===== config.mk =====
export PLATFORM = sky130hd
export DESIGN_NAME = file_type_sniffer
export DESIGN_NICKNAME = d
export VERILOG_FILES = /design/src/fts_pkg.sv /design/src/fts_cfg_regs.sv /design/src/fts_stats.sv /design/src/fts_classify.sv /design/src/file_type_sniffer.sv
export SDC_FILE = /design/constraint.sdc
export NUM_CORES = 1
export LEC_CHECK = 0
export ABC_AREA = 1
export BUFFER_PORTS_ARGS = -buffer_cell sky130_fd_sc_hd__buf_2
export CAP_MARGIN = 15
export CELL_PAD_IN_SITES_DETAIL_PLACEMENT = 0
export CELL_PAD_IN_SITES_GLOBAL_PLACEMENT = 1
export CORE_MARGIN = 2
export CORE_UTILIZATION = 35
export CTS_CLUSTER_DIAMETER = 40
export CTS_CLUSTER_SIZE = 30
export DETAILED_ROUTE_END_ITERATION = 12
export GPL_ROUTABILITY_DRIVEN = 0
export PLACE_DENSITY = 0.66
export SLEW_MARGIN = 0
export SYNTH_ARGS = -nofsm -noshare
export SYNTH_HDL_FRONTEND = slang
export SYNTH_SLANG_ARGS = --single-unit

===== constraint.sdc =====
create_clock -name clk -period 13.9 [get_ports clk]
set_input_delay 0.695 -clock clk [delete_from_list [all_inputs] [get_ports clk]]
set_output_delay 0.695 -clock clk [all_outputs]
set_load 0.01 [all_outputs]

===== src/fts_pkg.sv =====
// shared types and constants for the file type sniffer
package fts_pkg;

  typedef enum logic [1:0] {
    MODE_START = 2'd0,
    MODE_BYTE  = 2'd1,
    MODE_END   = 2'd2
  } mode_t;

  typedef enum logic [1:0] {
    KIND_REGULAR = 2'd0,
    KIND_DIR     = 2'd1,
    KIND_CHAR    = 2'd2,
    KIND_BLOCK   = 2'd3
  } kind_t;

  typedef enum logic [3:0] {
    CLS_DIR     = 4'd0,
    CLS_CHR     = 4'd1,
    CLS_BLK     = 4'd2,
    CLS_ARCHIVE = 4'd3,
    CLS_EXEC    = 4'd4,
    CLS_SCRIPT  = 4'd5,
    CLS_C       = 4'd6,
    CLS_ENGLISH = 4'd7,
    CLS_ASCII   = 4'd8,
    CLS_DATA    = 4'd9
  } class_t;

  typedef enum logic [2:0] {
    REG_ARCHIVE_MAGIC = 3'd0,
    REG_EXEC_MAGIC    = 3'd1,
    REG_SPLIT_MARKER  = 3'd2,
    REG_CODE_PCT      = 3'd3,
    REG_ENGLISH_PCT   = 3'd4
  } reg_idx_t;

  localparam int unsigned ADDR_W = 5;
  localparam int unsigned DATA_W = 32;
  localparam int unsigned PCT_W  = 7;

  localparam logic [15:0]      ARCHIVE_MAGIC_RST = 16'hFF65;  // 0177545
  localparam logic [15:0]      EXEC_MAGIC_RST    = 16'h0301;  // 001401
  localparam logic [15:0]      SPLIT_MARKER_RST  = 16'h0420;  // 002040
  localparam logic [PCT_W-1:0] CODE_PCT_RST      = 7'd1;
  localparam logic [PCT_W-1:0] ENGLISH_PCT_RST   = 7'd25;
  localparam logic [PCT_W-1:0] PCT_SCALE         = 7'd100;

  typedef struct packed {
    logic [1:0] mode;
    logic [1:0] file_kind;
    logic       exec_any;
    logic [7:0] data_byte;
  } in_item_t;

  typedef struct packed {
    logic [3:0] file_class;
    logic       split_space;
    logic       not_stripped;
  } out_item_t;

  typedef struct packed {
    logic [15:0]      archive_magic;
    logic [15:0]      exec_magic;
    logic [15:0]      split_marker;
    logic [PCT_W-1:0] code_pct_limit;
    logic [PCT_W-1:0] english_pct_limit;
  } cfg_t;

  typedef struct packed {
    logic [1:0]  kind;
    logic        exec_held;
    logic [31:0] header_words;
    logic        symbols_seen;
    logic        high_bit_seen;
  } flags_t;

endpackage


===== src/fts_cfg_regs.sv =====
// configuration register file behind the bus port
module fts_cfg_regs (
  input  logic                       clk,
  input  logic                       rst_n,
  input  logic                       psel,
  input  logic                       penable,
  input  logic                       pwrite,
  input  logic [fts_pkg::ADDR_W-1:0] paddr,
  input  logic [fts_pkg::DATA_W-1:0] pwdata,
  output logic [fts_pkg::DATA_W-1:0] prdata,
  output logic                       pready,
  output fts_pkg::cfg_t              cfg
);

  fts_pkg::cfg_t cfg_r;
  logic          wr_en;
  logic [2:0]    reg_sel;

  assign wr_en   = psel && penable && pwrite;
  assign reg_sel = paddr[fts_pkg::ADDR_W-1:2];
  assign pready  = 1'b1;
  assign cfg     = cfg_r;

  always_ff @(posedge clk) begin
    if (!rst_n) begin
      cfg_r.archive_magic     <= fts_pkg::ARCHIVE_MAGIC_RST;
      cfg_r.exec_magic        <= fts_pkg::EXEC_MAGIC_RST;
      cfg_r.split_marker      <= fts_pkg::SPLIT_MARKER_RST;
      cfg_r.code_pct_limit    <= fts_pkg::CODE_PCT_RST;
      cfg_r.english_pct_limit <= fts_pkg::ENGLISH_PCT_RST;
    end else if (wr_en) begin
      case (reg_sel)
        fts_pkg::REG_ARCHIVE_MAGIC: cfg_r.archive_magic     <= pwdata[15:0];
        fts_pkg::REG_EXEC_MAGIC:    cfg_r.exec_magic        <= pwdata[15:0];
        fts_pkg::REG_SPLIT_MARKER:  cfg_r.split_marker      <= pwdata[15:0];
        fts_pkg::REG_CODE_PCT:      cfg_r.code_pct_limit    <= pwdata[fts_pkg::PCT_W-1:0];
        fts_pkg::REG_ENGLISH_PCT:   cfg_r.english_pct_limit <= pwdata[fts_pkg::PCT_W-1:0];
        default: ;
      endcase
    end
  end

  always_comb begin
    case (reg_sel)
      fts_pkg::REG_ARCHIVE_MAGIC: prdata = {16'd0, cfg_r.archive_magic};
      fts_pkg::REG_EXEC_MAGIC:    prdata = {16'd0, cfg_r.exec_magic};
      fts_pkg::REG_SPLIT_MARKER:  prdata = {16'd0, cfg_r.split_marker};
      fts_pkg::REG_CODE_PCT:      prdata = {25'd0, cfg_r.code_pct_limit};
      fts_pkg::REG_ENGLISH_PCT:   prdata = {25'd0, cfg_r.english_pct_limit};
      default:                    prdata = '0;
    endcase
  end

endmodule


===== src/fts_stats.sv =====
// per-file state: attributes, header latches and content counters
module fts_stats #(
  parameter int unsigned BLOCK_BYTES = 1024,
  parameter int unsigned CW = $clog2(BLOCK_BYTES + 1)
) (
  input  logic             clk,
  input  logic             rst_n,
  input  logic             step,
  input  fts_pkg::in_item_t item,
  output fts_pkg::flags_t  flags,
  output logic [CW-1:0]    byte_count,
  output logic [CW-1:0]    punct_count,
  output logic [CW-1:0]    letter_count
);

  localparam logic [CW-1:0] LIMIT = CW'(BLOCK_BYTES);

  fts_pkg::flags_t flags_r, flags_nxt;
  logic [CW-1:0]   byte_count_r, byte_count_nxt;
  logic [CW-1:0]   punct_count_r, punct_count_nxt;
  logic [CW-1:0]   letter_count_r, letter_count_nxt;

  function automatic logic is_punct(input logic [7:0] b);
    case (b) inside
      8'h3B, 8'h7B, 8'h7D, 8'h23, 8'h2A, 8'h3C, 8'h3E, 8'h2F: is_punct = 1'b1;
      default: is_punct = 1'b0;
    endcase
  endfunction

  function automatic logic is_common_letter(input logic [7:0] b);
    logic [7:0] c;
    c = b;
    if (b >= 8'h41 && b <= 8'h5A) c = b | 8'h20;
    case (c) inside
      8'h65, 8'h74, 8'h61, 8'h6F, 8'h69, 8'h6E, 8'h73: is_common_letter = 1'b1;
      default: is_common_letter = 1'b0;
    endcase
  endfunction

  always_comb begin
    flags_nxt        = flags_r;
    byte_count_nxt   = byte_count_r;
    punct_count_nxt  = punct_count_r;
    letter_count_nxt = letter_count_r;
    if (step) begin
      case (item.mode)
        fts_pkg::MODE_START: begin
          flags_nxt.kind          = item.file_kind;
          flags_nxt.exec_held     = item.exec_any;
          flags_nxt.header_words  = '0;
          flags_nxt.symbols_seen  = 1'b0;
          flags_nxt.high_bit_seen = 1'b0;
          byte_count_nxt          = '0;
          punct_count_nxt         = '0;
          letter_count_nxt        = '0;
        end
        fts_pkg::MODE_BYTE: begin
          // bytes past the block are dropped
          if (byte_count_r < LIMIT) begin
            if (byte_count_r < CW'(4))
              flags_nxt.header_words[8*byte_count_r[1:0] +: 8] = item.data_byte;
            // symbol bytes 28 to 31
            if (byte_count_r[CW-1:2] == (CW-2)'(7) && item.data_byte != 8'd0)
              flags_nxt.symbols_seen = 1'b1;
            if (item.data_byte[7])
              flags_nxt.high_bit_seen = 1'b1;
            if (is_punct(item.data_byte))
              punct_count_nxt = punct_count_r + CW'(1);
            if (is_common_letter(item.data_byte))
              letter_count_nxt = letter_count_r + CW'(1);
            byte_count_nxt = byte_count_r + CW'(1);
          end
        end
        default: ;
      endcase
    end
  end

  always_ff @(posedge clk) begin
    if (!rst_n) begin
      flags_r        <= '0;
      byte_count_r   <= '0;
      punct_count_r  <= '0;
      letter_count_r <= '0;
    end else begin
      flags_r        <= flags_nxt;
      byte_count_r   <= byte_count_nxt;
      punct_count_r  <= punct_count_nxt;
      letter_count_r <= letter_count_nxt;
    end
  end

  assign flags        = flags_r;
  assign byte_count   = byte_count_r;
  assign punct_count  = punct_count_r;
  assign letter_count = letter_count_r;

endmodule


===== src/fts_classify.sv =====
// classification of the held state into the result register
module fts_classify #(
  parameter int unsigned BLOCK_BYTES = 1024,
  parameter int unsigned CW = $clog2(BLOCK_BYTES + 1)
) (
  input  logic               clk,
  input  logic               rst_n,
  input  logic               fire,
  input  fts_pkg::cfg_t      cfg,
  input  fts_pkg::flags_t    flags,
  input  logic [CW-1:0]      byte_count,
  input  logic [CW-1:0]      punct_count,
  input  logic [CW-1:0]      letter_count,
  input  logic               out_stall,
  output logic               out_valid,
  output fts_pkg::out_item_t out_data
);

  localparam int unsigned PW = CW + fts_pkg::PCT_W + 1;

  logic               out_valid_r;
  fts_pkg::out_item_t out_data_r, out_data_nxt;
  logic [15:0]        first_word, second_word;
  logic [PW-1:0]      total_code, total_english, punct_scaled, letter_scaled;
  logic               code_above, english_above;

  assign first_word  = flags.header_words[15:0];
  assign second_word = flags.header_words[31:16];

  // floor(100 * n / total) > limit  <=>  100 * n >= (limit + 1) * total
  assign punct_scaled  = PW'(punct_count) * PW'(fts_pkg::PCT_SCALE);
  assign letter_scaled = PW'(letter_count) * PW'(fts_pkg::PCT_SCALE);
  assign total_code    = (PW'(cfg.code_pct_limit) + PW'(1)) * PW'(byte_count);
  assign total_english = (PW'(cfg.english_pct_limit) + PW'(1)) * PW'(byte_count);
  assign code_above    = punct_scaled >= total_code;
  assign english_above = letter_scaled >= total_english;

  always_comb begin
    out_data_nxt = '0;
    if (flags.kind == fts_pkg::KIND_DIR)
      out_data_nxt.file_class = fts_pkg::CLS_DIR;
    else if (flags.kind == fts_pkg::KIND_CHAR)
      out_data_nxt.file_class = fts_pkg::CLS_CHR;
    else if (flags.kind == fts_pkg::KIND_BLOCK)
      out_data_nxt.file_class = fts_pkg::CLS_BLK;
    else if (first_word == cfg.archive_magic)
      out_data_nxt.file_class = fts_pkg::CLS_ARCHIVE;
    else if (first_word == cfg.exec_magic) begin
      out_data_nxt.file_class   = fts_pkg::CLS_EXEC;
      out_data_nxt.split_space  = second_word == cfg.split_marker;
      out_data_nxt.not_stripped = flags.symbols_seen;
    end else if (flags.exec_held)
      out_data_nxt.file_class = fts_pkg::CLS_SCRIPT;
    else if (flags.high_bit_seen)
      out_data_nxt.file_class = fts_pkg::CLS_DATA;
    else if (byte_count == '0)
      out_data_nxt.file_class = fts_pkg::CLS_ASCII;
    else if (code_above)
      out_data_nxt.file_class = fts_pkg::CLS_C;
    else if (english_above)
      out_data_nxt.file_class = fts_pkg::CLS_ENGLISH;
    else
      out_data_nxt.file_class = fts_pkg::CLS_ASCII;
  end

  always_ff @(posedge clk) begin
    if (!rst_n) begin
      out_valid_r <= 1'b0;
    end else if (fire) begin
      out_valid_r <= 1'b1;
    end else if (!out_stall) begin
      out_valid_r <= 1'b0;
    end
  end

  always_ff @(posedge clk) begin
    if (fire) begin
      out_data_r <= out_data_nxt;
    end
  end

  assign out_valid = out_valid_r;
  assign out_data  = out_data_r;

endmodule


===== src/file_type_sniffer.sv =====
// file type sniffer top level: input register, state, classification, bus port
//
//  channel | direction | handshake           | payload
//  in_     | request   | in_valid, in_stall  | in_data (mode, file_kind, exec_any, data_byte)
//  out_    | result    | out_valid, out_stall| out_data (file_class, split_space, not_stripped)
//  config  | bus write | psel/penable/pwrite | paddr, pwdata, prdata, pready
//
// one request per cycle while in_stall is low; a request waits in the input register and updates
// the counters from there, so an end request's result is loaded as it leaves that register.
// synchronous reset loads register defaults and clears all file state.
// out_stall holds the result register; only an end request waiting behind it raises in_stall.
module file_type_sniffer #(
  parameter int unsigned BLOCK_BYTES = 1024
) (
  input  logic                       clk,
  input  logic                       rst_n,
  input  logic                       in_valid,
  output logic                       in_stall,
  input  fts_pkg::in_item_t          in_data,
  output logic                       out_valid,
  input  logic                       out_stall,
  output fts_pkg::out_item_t         out_data,
  input  logic                       psel,
  input  logic                       penable,
  input  logic                       pwrite,
  input  logic [fts_pkg::ADDR_W-1:0] paddr,
  input  logic [fts_pkg::DATA_W-1:0] pwdata,
  output logic [fts_pkg::DATA_W-1:0] prdata,
  output logic                       pready
);

  localparam int unsigned CW = $clog2(BLOCK_BYTES + 1);

  logic              req_valid_r;
  fts_pkg::in_item_t req_r;
  logic              req_go, req_end, out_free;
  fts_pkg::cfg_t     cfg;
  fts_pkg::flags_t   flags;
  logic [CW-1:0]     byte_count, punct_count, letter_count;

  assign req_end  = req_r.mode == fts_pkg::MODE_END;
  assign out_free = !out_valid || !out_stall;
  assign req_go   = req_valid_r && (!req_end || out_free);
  assign in_stall = req_valid_r && !req_go;

  always_ff @(posedge clk) begin
    if (!rst_n) begin
      req_valid_r <= 1'b0;
    end else if (!in_stall) begin
      req_valid_r <= in_valid;
    end
  end

  always_ff @(posedge clk) begin
    if (!in_stall && in_valid) begin
      req_r <= in_data;
    end
  end

  fts_cfg_regs u_cfg (
    .clk     (clk),
    .rst_n   (rst_n),
    .psel    (psel),
    .penable (penable),
    .pwrite  (pwrite),
    .paddr   (paddr),
    .pwdata  (pwdata),
    .prdata  (prdata),
    .pready  (pready),
    .cfg     (cfg)
  );

  fts_stats #(
    .BLOCK_BYTES (BLOCK_BYTES),
    .CW          (CW)
  ) u_stats (
    .clk          (clk),
    .rst_n        (rst_n),
    .step         (req_go),
    .item         (req_r),
    .flags        (flags),
    .byte_count   (byte_count),
    .punct_count  (punct_count),
    .letter_count (letter_count)
  );

  fts_classify #(
    .BLOCK_BYTES (BLOCK_BYTES),
    .CW          (CW)
  ) u_classify (
    .clk          (clk),
    .rst_n        (rst_n),
    .fire         (req_go && req_end),
    .cfg          (cfg),
    .flags        (flags),
    .byte_count   (byte_count),
    .punct_count  (punct_count),
    .letter_count (letter_count),
    .out_stall    (out_stall),
    .out_valid    (out_valid),
    .out_data     (out_data)
  );

endmodule


==> results.py <==
metrics = {
    "cells_and_area": {
        "fillers": 4750,
        "nets": 2501,
        "area.growth.synth_to_final_pct": 9.10,
        "drive_above_1_share_pct": 6.02,
        "n_antenna_cell": 0,
    },
    "pwr": {
        "p_int_uw": 718,
        "swShare_pct": 29.4,
        "p_switching_uw": 299,
        "clkPwrFrac_pct": 45.7,
        "p_per_area_nw_per_um2": 59.7,
        "ir_worst_vdd_uv": 89.1,
        "p_seq_share_pct": 45.5,
        "pwr-share-comb_pct": 8.8,
        "power_leakage_nw": 8.54,
    },
    "floorplan": {
        "coreArea_um2": 44100,
        "dieArea_um2": 46400,
        "rows": 77,
        "die_h_um": 215,
        "floorplan.initialDensity_pct": 35.4,
        "ioPinCount": 98,
        "die_x_um": 215,
    },
    "worst_setup_path": {
        "start_kind": "flip-flop",
        "reg2reg_from": "u_cfg.cfg[7]",
        "worstPathMaxFanout": 10,
        "ff2ff_setup_slack_ns": 6.33,
        "end_kind": "flip-flop",
        "worst_r2r_endpoint": "u_classify.out_data[2]",
        "crit_arrival_ns": 7.86,
        "slowest_stage": "xor2_1",
        "cp.required_ns": 14.19,
        "path_buf_inv": 4,
        "crit_top_cell": "nand2_1",
        "cp_top_family": "adder cells",
        "path_class": "reg2reg",
        "cpPeakStageDelay_ns": 0.84,
        "reg2reg_depth": 33,
    },
    "route": {
        "routed-via-count": 13307,
        "drc_errors": 0,
        "ant_nets": 0,
        "drt_iter0_drc": 854,
        "drt_wl_total_um": 41600,
        "wl_per_cell_um": 15.2,
        "via_per_inst": 4.86,
        "first_pass_iters": 5,
    },
    "global_routing": {
        "grt.total_usage_pct": 18.4,
        "grt_pass1_vias": 12769,
        "grt_max_degree": 70,
        "grt_pass1_wl_um": 68300,
        "overflow": 0,
        "antenna_found_initial": 0,
    },
    "sta": {
        "max-slew-margin-rel_pct": 27.0,
        "holdWs_ns": 0.417,
        "fin_crit_ns": 7.57,
        "timing.final.crit_share_pct": 54.4,
        "rsz0062_at_grt": "no",
        "tightest_slew_ns": 1.09,
        "setup_viol": 0,
        "finClkSkew_ns": 0.0133,
        "tns_ns": 0,
        "finalMaxSlewViolations": 0,
        "finalHoldViolCount": 0,
        "fmax_mhz": 132,
    },
    "placed_design": {
        "hpwl_um": 32700,
        "io_buffer_count": 62,
    },
    "yosys": {
        "synth_edf_count": 19,
        "syn-cell-area_um2": 15600,
        "muxShareOfSynthArea_pct": 0,
        "async_reset_ff_share_pct": 0,
        "synth_xor_xnor_area_share_pct": 5.66,
        "synth_top_family_by_area": "adder cells",
        "ys_types": 52,
        "synth-seq-cells": 153,
        "synthSimpleGateAreaFrac_pct": 20.1,
        "yosysWarnings": 0,
        "synth_area_per_cell_um2": 7.48,
        "synth-seq-area-share_pct": 20.8,
        "synth_compound_area_share_pct": 10.8,
        "netlist_instances": 2090,
        "yosys.area_share.adder_pct": 30.8,
        "ys.flop_type": "dfxtp_1",
    },
    "hold_path": {
        "min_path_type": "in2reg",
        "min_from": "in_data[1]",
        "hold_end": "req_r[1]",
        "holdPathStages": 1,
    },
    "clock_tree": {
        "cts-buffers-inserted": 17,
        "postCtsHoldBufs": 0,
        "cts_resized": 0,
        "htree_levels": 4,
        "clockRootBuffer": "clkbuf_16",
        "cts.sinks": 153,
        "cts_setup_buffers": 0,
        "insertion_delay_ns": 0.46,
        "clk_pin_slew_ns": 0.07,
        "cts_tree": "yes",
        "cts_buffer_depth": 2,
    },
    "status": {
        "status": "complete, no violations",
    },
    "job": {
        "drv_cap": 0,
    },
}
==> sequential cells by signal, indices dropped and copies added, names as in the netlist <==
signal and cells:
req_r 13, u_stats.letter_count 11, u_stats.punct_count 11, u_classify.out_data 6, u_stats.flags 37, req_valid_r 1, u_stats.byte_count 11, u_classify.out_valid 1
u_cfg.cfg 62
==> final cells by class <==
class / count / area, um2 / share of cell area (%)
inverters: 406 / 1520 / 8.94
well taps: 592 / 741 / 4.34
repair buffers: 72 / 385 / 2.26
flip-flops and latches: 153 / 3250 / 19.1
multi-input cells: 1481 / 10600 / 62.1
clock buffers: 17 / 425 / 2.50
clock inverters: 15 / 139 / 0.815
==> logic make-up (layout without fill, tap and decap cells) <==
family          count (synthesis)  count (layout)
flops                         153             153
buf+inv                       471             510
fa+ha+maj                     313             313
xor+xnor                      101             101
other cells                     2              17
compound gates                300             300
simple gates                  750             750
==> per-layer routing <==
metal | up-vias | track usage [%] | wire length, um
li1 | 6649 | - | -
met1 | 6349 | 26.7 | 20700
met2 | 273 | 28.6 | 18600
met3 | 36 | 2.08 | 1600
met4 | 0 | 5.24 | 707
met5 | - | 0 | 0
==> worst max path at each step <==
| stage | startpoint | endpoint | slack (ns) | cells past startpoint |
|---|---|---|---|---|
| floorplan | u_cfg.cfg[7] | u_classify.out_data[2] | 7.68 | 32 |
| global placement | u_cfg.cfg[7] | u_classify.out_data[2] | 6.37 | 33 |
| detailed placement | u_cfg.cfg[7] | u_classify.out_data[2] | 6.35 | 33 |
| CTS | u_cfg.cfg[7] | u_classify.out_data[2] | 6.30 | 33 |
| global route | u_cfg.cfg[7] | u_classify.out_data[2] | 5.72 | 33 |
| finish | u_cfg.cfg[7] | u_classify.out_data[2] | 6.33 | 33 |
==> power by group through the flow <==
stage               registers, mW  logic (mW)  clock network (mW)
detailed placement          0.473      0.0905                   0
global route                0.464       0.101               0.494
global placement            0.473      0.0900                   0
finish                      0.463      0.0895               0.465
CTS                         0.463      0.0908               0.471
floorplan                   0.471      0.0597                   0
==> cells in the mapped netlist, types with 4 or more instances <==
master	number	area (um2)
clkbuf_1	38	143
nand4_1	9	56.3
xnor2_1	40	350
nand3_1	62	310
o21bai_1	6	45.0
nand2_1	330	1240
xor2_1	61	534
edfxtp_1	19	571
nor3_2	4	40.0
buf_2	5	25.0
nor3_1	37	185
o211ai_1	13	97.6
o21ai_0	89	445
a21oi_1	149	746
inv_1	397	1490
clkinv_1	4	15.0
buf_4	18	135
a221oi_1	5	43.8
or4_1	5	37.5
or3_1	5	31.3
a211oi_1	11	82.6
fa_1	120	2400
nor2_1	269	1010
nand2_2	5	31.3
dfxtp_1	134	2680
nand3b_1	10	75.1
ha_1	193	2410
inv_2	5	18.8
==> stage by stage <==
| stage | util, % | cell area (um2) | worst slack, ns | cells | total power [mW] |
|---|---|---|---|---|---|
| floorplan | - | 15700 | 7.68 | 2105 | 0.531 |
| global placement | 37.3 | 16500 | 6.37 | 2703 | 0.563 |
| detailed placement | 37.3 | 16500 | 6.35 | 2703 | 0.564 |
| CTS | 38.6 | 17000 | 6.30 | 2735 | 1.02 |
| global route | 38.6 | 17000 | 5.72 | 2736 | 1.06 |
| finish | 38.6 | 17000 | 6.33 | 2736 | 1.02 |
==> cell usage in the layout (no fill, tap or decap), drive strengths merged, types with 6 or more instances in the layout <==
master / Yosys / routed
nand3b: 10 / 10
nand3: 62 / 62
nor3: 42 / 42
xnor2: 40 / 40
clkinv: 4 / 11
edfxtp: 19 / 19
nor2: 274 / 274
o21ai: 92 / 92
clkbuf: 38 / 17
o211ai: 14 / 14
inv: 402 / 408
conb: 2 / 17
nand2: 335 / 335
a21oi: 149 / 149
o21bai: 6 / 6
buf: 27 / 72
a211oi: 12 / 12
ha: 193 / 193
fa: 120 / 120
nand4: 10 / 10
dfxtp: 134 / 134
xor2: 61 / 61
(Power assumes the default switching activity.)
